`src/rtl/assert_macros.svh`:
```
// Assertion helpers shared by the RTL. All checks sample on clk and are
// disabled while arst_n is low.
`ifndef ASSERT_MACROS_SVH
`define ASSERT_MACROS_SVH

// Check that cons holds in the same cycle as ante.
`define ASSERT_SAME(label, ante, cons) \
	label: assert property (@(posedge clk) disable iff (!arst_n) (ante) |-> (cons)) \
		else $error("assertion failed");

// Check that cons holds in the cycle after ante.
`define ASSERT_NEXT(label, ante, cons) \
	label: assert property (@(posedge clk) disable iff (!arst_n) (ante) |=> (cons)) \
		else $error("assertion failed");

`endif

```
`src/rtl/sarp_pkg.sv`:
```
`timescale 1ns / 1ps
package sarp_pkg;

	// Default number of table entries
	localparam int TABLE_DEPTH_DEF = 64;

	// Table entry: servo id, target position, move time
	localparam int ID_W    = 8;
	localparam int POS_W   = 16;
	localparam int MS_W    = 16;
	localparam int ENTRY_W = ID_W + POS_W + MS_W;
	localparam int TIME_W  = 32;
	localparam int CNT_OUT_W = 7;

	// Extra settle time after a reset-all command
	localparam logic [TIME_W-1:0] RESET_GUARD_MS = 32'd50;

	// Configuration register
	localparam int PADDR_W = 3;
	localparam int PDATA_W = 32;
	localparam logic REG_IDX_RESET_ID = 1'b0;
	localparam logic [ID_W-1:0] RESET_ID_DEF = 8'hFF;

	typedef enum logic [2:0] {
		OP_TICK      = 3'd0,
		OP_RECORD    = 3'd1,
		OP_REC_START = 3'd2,
		OP_REC_STOP  = 3'd3,
		OP_PLAY      = 3'd4,
		OP_CLEAR     = 3'd5
	} op_t;

	typedef enum logic [2:0] {
		ST_OK        = 3'd0,
		ST_FULL      = 3'd1,
		ST_BUSY      = 3'd2,
		ST_ALREADY   = 3'd3,
		ST_NOT_REC   = 3'd4,
		ST_EMPTY     = 3'd5,
		ST_FINISHED  = 3'd6
	} status_t;

	typedef struct packed {
		logic [ID_W-1:0]  id;
		logic [POS_W-1:0] pos;
		logic [MS_W-1:0]  ms;
	} entry_t;

endpackage

```
`src/rtl/sarp_ram.sv`:
```
`timescale 1ns / 1ps
module sarp_ram #(
	parameter int WIDTH = 40,
	parameter int DEPTH = 64,
	localparam int AW = (DEPTH > 1) ? $clog2(DEPTH) : 1
) (
	input  logic             clk,
	input  logic             we,
	input  logic [AW-1:0]    waddr,
	input  logic [WIDTH-1:0] wdata,
	input  logic             re,
	input  logic [AW-1:0]    raddr,
	output logic [WIDTH-1:0] rdata
);

	logic [WIDTH-1:0] mem [DEPTH];
	logic [WIDTH-1:0] rdata_q;

	// Write port
	always_ff @(posedge clk) begin
		if (we) begin
			mem[waddr] <= wdata;
		end
	end

	// Registered read port, holds when not enabled
	always_ff @(posedge clk) begin
		if (re) begin
			rdata_q <= mem[raddr];
		end
	end

	assign rdata = rdata_q;

endmodule

```
`src/rtl/servo_action_record_playback.sv`:
```
`timescale 1ns / 1ps
// Servo action record and playback.
// Input channel (in_valid/in_ready) carries one command beat: opcode, servo_id,
// target_position, move_duration and servos_moving. Each command beat yields
// exactly one result beat on the output channel (out_valid/out_ready) with the
// status, any issued move or reset-all command, and the mode flags and counts.
// The beat passes through the input stage, where the action table read for the
// next play entry lands, and then the result register, which drives out_valid.
// Throughput is one beat per cycle while the receiver takes results; the table
// is a single-port-write, registered-read memory read once per accepted beat.
// The result register frees the input stage, so a new beat is taken while a
// result waits; when the receiver stalls with a full result register and a
// full input stage, in_ready drops until out_ready returns.
// Reset clears modes, counts and both clocks and sets the reset-all servo id
// to 255; table contents are not cleared and are only read below the count.
// The reset-all id register sits at APB byte address 0; pready is always high.
module servo_action_record_playback #(
	parameter int TABLE_DEPTH = sarp_pkg::TABLE_DEPTH_DEF
) (
	input  logic                          clk,
	input  logic                          arst_n,
	// APB configuration port
	input  logic                          psel,
	input  logic                          penable,
	input  logic                          pwrite,
	input  logic [sarp_pkg::PADDR_W-1:0]  paddr,
	input  logic [sarp_pkg::PDATA_W-1:0]  pwdata,
	output logic [sarp_pkg::PDATA_W-1:0]  prdata,
	output logic                          pready,
	// Command channel
	input  logic                          in_valid,
	output logic                          in_ready,
	input  logic [2:0]                    opcode,
	input  logic [sarp_pkg::ID_W-1:0]     servo_id,
	input  logic [sarp_pkg::POS_W-1:0]    target_position,
	input  logic [sarp_pkg::MS_W-1:0]     move_duration,
	input  logic                          servos_moving,
	// Result channel
	output logic                          out_valid,
	input  logic                          out_ready,
	output logic [2:0]                    status,
	output logic                          issue_move,
	output logic                          issue_reset_all,
	output logic [sarp_pkg::ID_W-1:0]     cmd_servo,
	output logic [sarp_pkg::POS_W-1:0]    cmd_position,
	output logic [sarp_pkg::MS_W-1:0]     cmd_duration,
	output logic                          recording_flag,
	output logic                          playing_flag,
	output logic [sarp_pkg::CNT_OUT_W-1:0] stored_count,
	output logic [sarp_pkg::CNT_OUT_W-1:0] play_position,
	output logic                          status_changed
);

	import sarp_pkg::*;

	localparam int AW = (TABLE_DEPTH > 1) ? $clog2(TABLE_DEPTH) : 1;
	localparam int CW = $clog2(TABLE_DEPTH + 1);
	localparam logic [CW-1:0] DEPTH_CNT = CW'(TABLE_DEPTH);

	// Configuration register
	logic [ID_W-1:0] reset_id_q;

	// Architectural state
	logic [CW-1:0]     total_q, total_nxt;
	logic [CW-1:0]     pidx_q, pidx_nxt;
	logic              recording_q, recording_nxt;
	logic              playing_q, playing_nxt;
	logic [TIME_W-1:0] now_q, now_nxt;
	logic [TIME_W-1:0] due_q, due_nxt;

	// Input stage
	logic              valid_s1;
	logic [2:0]        opcode_s1;
	logic [ID_W-1:0]   servo_id_s1;
	logic [POS_W-1:0]  pos_s1;
	logic [MS_W-1:0]   dur_s1;
	logic              moving_s1;
	logic              byp_hit_s1;
	entry_t            byp_data_s1;

	// Result register
	logic              out_valid_q;
	logic [2:0]        status_q;
	logic              mv_q, rst_q, changed_q;
	entry_t            cmd_q;
	logic              rec_out_q, play_out_q;
	logic [CW-1:0]     total_out_q, pidx_out_q;

	// Step results
	status_t           st;
	logic              mv, rst, changed;
	entry_t            cmd;
	logic              wr_en;
	entry_t            wr_data;
	entry_t            rd_entry;
	logic [ENTRY_W-1:0] ram_rdata;
	logic [AW-1:0]     rd_addr;
	logic              advance, fire, in_acc;
	logic [TIME_W-1:0] tick_now;

	// Counts shown on the port: low bits, zero extended
	logic [CW+CNT_OUT_W-1:0] total_ext, pidx_ext;

	// Handshake
	assign advance  = !out_valid_q || out_ready;
	assign fire     = valid_s1 && advance;
	assign in_ready = !valid_s1 || advance;
	assign in_acc   = in_valid && in_ready;

	// APB register
	assign pready = 1'b1;
	assign prdata = (paddr[2] == REG_IDX_RESET_ID) ? PDATA_W'(reset_id_q) : '0;

	always_ff @(posedge clk or negedge arst_n) begin
		if (!arst_n) begin
			reset_id_q <= RESET_ID_DEF;
		end else if (psel && penable && pwrite && pready && paddr[2] == REG_IDX_RESET_ID) begin
			reset_id_q <= pwdata[ID_W-1:0];
		end
	end

	// Pick the fresher of table read and same-cycle write
	assign rd_entry = byp_hit_s1 ? byp_data_s1 : entry_t'(ram_rdata);
	assign tick_now = now_q + TIME_W'(1);

	// Step logic: one command against the current state
	always_comb begin
		total_nxt     = total_q;
		pidx_nxt      = pidx_q;
		recording_nxt = recording_q;
		playing_nxt   = playing_q;
		now_nxt       = now_q;
		due_nxt       = due_q;
		st            = ST_OK;
		mv            = 1'b0;
		rst           = 1'b0;
		changed       = 1'b0;
		cmd           = '0;
		wr_en         = 1'b0;
		wr_data       = '{id: servo_id_s1, pos: pos_s1, ms: dur_s1};
		if (fire) begin
			case (op_t'(opcode_s1))
				OP_TICK: begin
					now_nxt = tick_now;
					if (playing_q) begin
						if (pidx_q >= total_q) begin
							playing_nxt = 1'b0;
							st          = ST_FINISHED;
							changed     = 1'b1;
						end else if (tick_now >= due_q && !moving_s1) begin
							cmd = rd_entry;
							if (rd_entry.id == reset_id_q) begin
								rst     = 1'b1;
								due_nxt = tick_now + TIME_W'(rd_entry.ms) + RESET_GUARD_MS;
							end else begin
								mv      = 1'b1;
								due_nxt = tick_now + TIME_W'(rd_entry.ms);
							end
							pidx_nxt = pidx_q + CW'(1);
							changed  = 1'b1;
						end
					end
				end
				OP_RECORD: begin
					if (total_q >= DEPTH_CNT) begin
						st = ST_FULL;
					end else begin
						wr_en     = 1'b1;
						total_nxt = total_q + CW'(1);
					end
				end
				OP_REC_START: begin
					if (playing_q) begin
						st = ST_BUSY;
					end else if (recording_q) begin
						st = ST_ALREADY;
					end else begin
						total_nxt     = '0;
						recording_nxt = 1'b1;
						changed       = 1'b1;
					end
				end
				OP_REC_STOP: begin
					if (!recording_q) begin
						st = ST_NOT_REC;
					end else begin
						recording_nxt = 1'b0;
						changed       = 1'b1;
					end
				end
				OP_PLAY: begin
					if (recording_q) begin
						st = ST_BUSY;
					end else if (playing_q) begin
						st = ST_ALREADY;
					end else if (total_q == '0) begin
						st = ST_EMPTY;
					end else begin
						playing_nxt = 1'b1;
						pidx_nxt    = '0;
						due_nxt     = now_q;
						changed     = 1'b1;
					end
				end
				OP_CLEAR: begin
					total_nxt = '0;
				end
				default: begin
				end
			endcase
		end
	end

	// Read the entry the next command would play
	assign rd_addr = pidx_nxt[AW-1:0];

	sarp_ram #(
		.WIDTH (ENTRY_W),
		.DEPTH (TABLE_DEPTH)
	) u_table (
		.clk   (clk),
		.we    (wr_en),
		.waddr (total_q[AW-1:0]),
		.wdata (wr_data),
		.re    (in_acc),
		.raddr (rd_addr),
		.rdata (ram_rdata)
	);

	// Advance state
	always_ff @(posedge clk or negedge arst_n) begin
		if (!arst_n) begin
			total_q     <= '0;
			pidx_q      <= '0;
			recording_q <= 1'b0;
			playing_q   <= 1'b0;
			now_q       <= '0;
			due_q       <= '0;
		end else begin
			total_q     <= total_nxt;
			pidx_q      <= pidx_nxt;
			recording_q <= recording_nxt;
			playing_q   <= playing_nxt;
			now_q       <= now_nxt;
			due_q       <= due_nxt;
		end
	end

	// Input stage control
	always_ff @(posedge clk or negedge arst_n) begin
		if (!arst_n) begin
			valid_s1 <= 1'b0;
		end else if (in_ready) begin
			valid_s1 <= in_valid;
		end
	end

	// Input stage payload and write bypass
	always_ff @(posedge clk) begin
		if (in_acc) begin
			opcode_s1   <= opcode;
			servo_id_s1 <= servo_id;
			pos_s1      <= target_position;
			dur_s1      <= move_duration;
			moving_s1   <= servos_moving;
			byp_hit_s1  <= wr_en && (total_q[AW-1:0] == rd_addr);
			byp_data_s1 <= wr_data;
		end
	end

	// Result register control
	always_ff @(posedge clk or negedge arst_n) begin
		if (!arst_n) begin
			out_valid_q <= 1'b0;
		end else if (advance) begin
			out_valid_q <= valid_s1;
		end
	end

	// Result register payload
	always_ff @(posedge clk) begin
		if (fire) begin
			status_q    <= st;
			mv_q        <= mv;
			rst_q       <= rst;
			changed_q   <= changed;
			cmd_q       <= cmd;
			rec_out_q   <= recording_nxt;
			play_out_q  <= playing_nxt;
			total_out_q <= total_nxt;
			pidx_out_q  <= pidx_nxt;
		end
	end

	assign total_ext = {{CNT_OUT_W{1'b0}}, total_out_q};
	assign pidx_ext  = {{CNT_OUT_W{1'b0}}, pidx_out_q};

	assign out_valid       = out_valid_q;
	assign status          = status_q;
	assign issue_move      = mv_q;
	assign issue_reset_all = rst_q;
	assign cmd_servo       = cmd_q.id;
	assign cmd_position    = cmd_q.pos;
	assign cmd_duration    = cmd_q.ms;
	assign recording_flag  = rec_out_q;
	assign playing_flag    = play_out_q;
	assign stored_count    = total_ext[CNT_OUT_W-1:0];
	assign play_position   = pidx_ext[CNT_OUT_W-1:0];
	assign status_changed  = changed_q;

	// Checks
`include "assert_macros.svh"

	`ASSERT_SAME(a_modes_exclusive, 1'b1, !(recording_q && playing_q))
	`ASSERT_SAME(a_total_bound, 1'b1, total_q <= DEPTH_CNT)
	`ASSERT_NEXT(a_stage_holds, valid_s1 && !advance, valid_s1)
	`ASSERT_SAME(a_issue_flags, out_valid_q && (mv_q || rst_q), changed_q && !(mv_q && rst_q))

endmodule

```
`config.mk`:
```
export PLATFORM = sky130hd
export DESIGN_NAME = servo_action_record_playback
export DESIGN_NICKNAME = d
export VERILOG_FILES = /design/src/rtl/sarp_pkg.sv /design/src/rtl/sarp_ram.sv /design/src/rtl/servo_action_record_playback.sv
export VERILOG_INCLUDE_DIRS = /design/src /design/src/rtl
export SDC_FILE = /design/constraint.sdc
export NUM_CORES = 2
export LEC_CHECK = 0
export BUFFER_PORTS_ARGS = -buffer_cell sky130_fd_sc_hd__buf_2
export CELL_PAD_IN_SITES_DETAIL_PLACEMENT = 1
export CELL_PAD_IN_SITES_GLOBAL_PLACEMENT = 2
export CORE_MARGIN = 4
export CORE_UTILIZATION = 50
export CTS_CLUSTER_SIZE = 12
export DETAILED_ROUTE_END_ITERATION = 16
export MAX_ROUTING_LAYER = met4
export PLACE_DENSITY_LB_ADDON = 0.1
export SLEW_MARGIN = 30
export SYNTH_ARGS = -nofsm -noshare
export SYNTH_HDL_FRONTEND = slang
export SYNTH_SLANG_ARGS = --single-unit
```
`constraint.sdc`:
```
create_clock -name clk -period 12.1 [get_ports clk]
set_input_delay 1.21 -clock clk [delete_from_list [all_inputs] [get_ports clk]]
set_output_delay 1.21 -clock clk [all_outputs]
set_load 0.05 [all_outputs]
```
==> metrics <==
Post-synth EDFFs 2,747; share of cells above drive strength 1 12.52%; area leader, netlist edfxtp_1; crit start category register; hold_buf cts 0; r2r endpoint u_table.rdata[28]$_DFFE_PP_; # nets final 8,067; I/O Buffers 131; I/O pins 183; post-synth top area share 71.93%; fmax 109.8 MHz; worst reg2reg path depth 21; Ys Warns 0; Comb pwr share 5.9%; register area share after synthesis 73.90%; Reg2Reg Setup Slack 3.00 ns; GRT Util Overall 33.90%; Max Cap Violations 0; clk root buf clkbuf_16; clock sink total 2,837; CTS HTree Levels 5; die area 237,100 um2; final hold violations 0; vias in the first global route 72.86k; CTS buffer count 315; first-pass GRT wire length 551,600 um; Setup Fix Bufs, Post-CTS 0; cell row count 175; router iterations before antenna repair 7; Relative slew margins 28.10%; CP max FO 125; Post-synth top flop edfxtp_1; via count 72.62k; drc violations 0; Mapped Area 114,700 um2; syn_area_per_cell 14.91 um2; arrival time of the worst setup path 9.80 ns; per-cell routed wire length 35.40 um; Die Width 486.9 um; post-layout instance area 129,100 um2; final wirelength 394,300 um; Reg power frac 52.3%; setup TNS 0 ns; slowest cell on the critical path nor4_1; outcome completed; Max Slew Vio Count 0; FFs w/ async S/R, synth 3.172%; Remaining Overflow, GRT 0; Critical Path Max Stage Delay 0.82 ns; RSZ-0062 raised after global routing false; maximum VDD drop 0.0001264 V; Post-Syn Instances 7,692; final setup fails 0; Int Pwr 16.29 mW; clock tree buffer depth 4; skew final 0.06178 ns; TritonCTS clock tree done; worst skew pair latency 0.96 ns; PwrDens 162.9 nW/um2; CP Data Required Time 12.80 ns; critical path class reg2reg; class of the worst hold path in2async; Placed Area 119,900 um2; Clk pwr share 41.8%; die span in y 486.9 um; largest net degree at the start of global routing 136; violation count after the first detailed-route iteration 9,419; leak pwr 42.89 nW; CTS resizes 0; clock slew at reported path FFs 0.06 ns; Seq cells post-synth 2,837; net switching power 4.732 mW; Initial Util 50.36%; fin crit share 75.24%; antenna-violating nets left 0; Layout area overhead 12.55%; synth top area cells edfxtp_1 72%, nand2_1 4.7%, mux2i_1 4.1%, nand3_1 2.9%, mux4_2 2.1%; Vias per Instance 6.519; Synth cell types 87; Post-DP HPWL 214,500 um; origin of the critical flop-to-flop path now_q[0]$_DFFE_PN0P_; RD Place Congestion 0.8214; Sw Ratio 22.50%; Final min period 9.104 ns; Slew @ Worst Pin 1.078 ns; initial antenna violation count 20; crit path cell chain ha_1 -> and3_1 -> nand2_1 -> nor4_1 -> and2_1 -> nand3_1 -> xor2_1 -> inv_1 -> ha_1 -> nand4_1 -> nor4_1 -> inv_1 -> a2111oi_2 -> or4_4 -> and3_4 -> buf_12 -> buf_4 -> mux4_2 -> a2111oi_0 -> a22oi_1 -> and4_1; Core ar. 227,700 um2; Setup crit end kind register
## power groups by stage
stage / Clock (mW) / Combinational (mW) / Sequential (mW)
2_1_floorplan: 0 / 0.690 / 11.3
3_3_place_gp: 0 / 1.19 / 11.2
3_5_place_dp: 0 / 1.23 / 11.2
4_1_cts: 8.89 / 1.23 / 11.0
5_1_grt: 9.34 / 1.34 / 11.0
6_report: 8.79 / 1.24 / 11.0
## stage by stage
| step | util, % | hold slack, ns | setup WS, ns | total power [mW] | instances |
|---|---|---|---|---|---|
| finish | 56.68 | 0.1418 | 2.996 | 21.03 | 11140 |
| detailed placement | 52.67 | 0.4746 | 3.047 | 12.43 | 10610 |
| global placement | 52.43 | 0.4673 | 3.168 | 12.39 | 10590 |
| floorplan | - | 0.4485 | 4.730 | 12.01 | 7715 |
| CTS | 56.67 | 0.08873 | 2.993 | 21.13 | 11130 |
| global route | 56.68 | 0.1311 | 2.340 | 21.68 | 11140 |
## layout by cell type (no fill, tap or decap), drive strengths merged, types with 20 or more instances in the layout
| cell type | instances |
|---|---|
| mux2 | 27 |
| a311oi | 64 |
| o211ai | 39 |
| a32o | 41 |
| nor2 | 189 |
| conb | 25 |
| and3 | 60 |
| xor2 | 38 |
| buf | 377 |
| nand4 | 46 |
| a21oi | 64 |
| a32oi | 114 |
| nor3 | 35 |
| and4 | 20 |
| a22oi | 32 |
| mux2i | 475 |
| dfrtp | 82 |
| or3 | 27 |
| o21ai | 63 |
| ha | 60 |
| edfxtp | 2747 |
| clkinv | 89 |
| clkbuf | 412 |
| xnor2 | 77 |
| mux4 | 106 |
| inv | 143 |
| a221oi | 40 |
| o2111ai | 26 |
| nand2 | 1446 |
| a31oi | 141 |
| nand3 | 677 |
| nor4 | 23 |
| o22ai | 27 |
| a211oi | 77 |
## how the worst max path moves through the flow
stage | slack [ns] | startpoint | depth (start not counted) | to
global route | 2.34 | now_q[0]$_DFFE_PN0P_ | 21 | u_table.rdata[28]$_DFFE_PP_
CTS | 2.99 | now_q[0]$_DFFE_PN0P_ | 23 | u_table.rdata[35]$_DFFE_PP_
floorplan | 4.73 | out_ready | 8 | stored_count[5]$_DFFE_PP_
detailed placement | 3.05 | now_q[0]$_DFFE_PN0P_ | 23 | u_table.rdata[35]$_DFFE_PP_
finish | 3.00 | now_q[0]$_DFFE_PN0P_ | 21 | u_table.rdata[28]$_DFFE_PP_
global placement | 3.17 | now_q[0]$_DFFE_PN0P_ | 23 | u_table.rdata[11]$_DFFE_PP_
## final cells by class
cell class | count | area, um2
diodes | 11 | 27.53
clock buffers | 412 | 8394
clock inverters | 105 | 710.7
fillers | 21290 | 98640
inverters | 137 | 539.3
multi-input cells | 4252 | 27820
flip-flops and latches | 2837 | 84750
well taps | 3009 | 3765
repair buffers | 377 | 3072
## routing by layer
metal,GRT usage [%],up-vias,share of wire (%)
met5,-,-,0
met2,52.09,3662,47
met1,45.22,38250,40
met4,12.59,0,4.3
met3,6.797,861,9.4
li1,-,29850,-
## cells by family after synthesis
kind of cell / after synthesis / synth area share [%]
compound gates: 853 / 5.657
fa+ha+maj: 61 / 0.6720
xor+xnor: 115 / 0.8782
simple gates: 2590 / 9.889
buf+inv: 626 / 2.508
mux: 608 / 6.492
flops: 2837 / 73.90
other cells: 2 / 0.006548
## critical path: cells and delay by family (launching register included)
| family | cells | cell delay [ns] |
|---|---|---|
| buf+inv | 4 | 1.46 |
| mux | 1 | 0.60 |
| xor+xnor | 1 | 0.30 |
| fa+ha+maj | 2 | 0.57 |
| simple gates | 10 | 3.82 |
| compound gates | 3 | 1.52 |
| flops | 1 | 0.45 |
## state kept, by name (all words and copies together) (netlist names), 16 cells and up
name / flops
u_table.rdata: 40
byp_data_s1: 40
pos_s1: 16
cmd_duration: 16
due_q: 32
u_table.mem: 2560
cmd_position: 16
now_q: 32
dur_s1: 16
## Yosys cell counts (21+ instances only)
library cell,n
a211oi_1,75
a21oi_1,64
a221oi_1,40
a22oi_1,32
a311oi_1,62
a31oi_1,141
a32o_1,41
a32oi_1,114
and3_1,60
buf_1,70
buf_2,157
buf_4,50
clkbuf_1,193
dfrtp_1,82
edfxtp_1,2747
ha_1,60
inv_1,132
mux2_2,27
mux2i_1,475
mux4_2,106
nand2_1,1446
nand3_1,676
nand4_1,46
nor2_1,186
nor3_1,35
nor4_1,21
o2111ai_1,26
o211ai_1,39
o21ai_0,58
o22ai_1,27
or3_1,27
xnor2_1,77
xor2_1,38
Power figures use the tool's default switching activity.
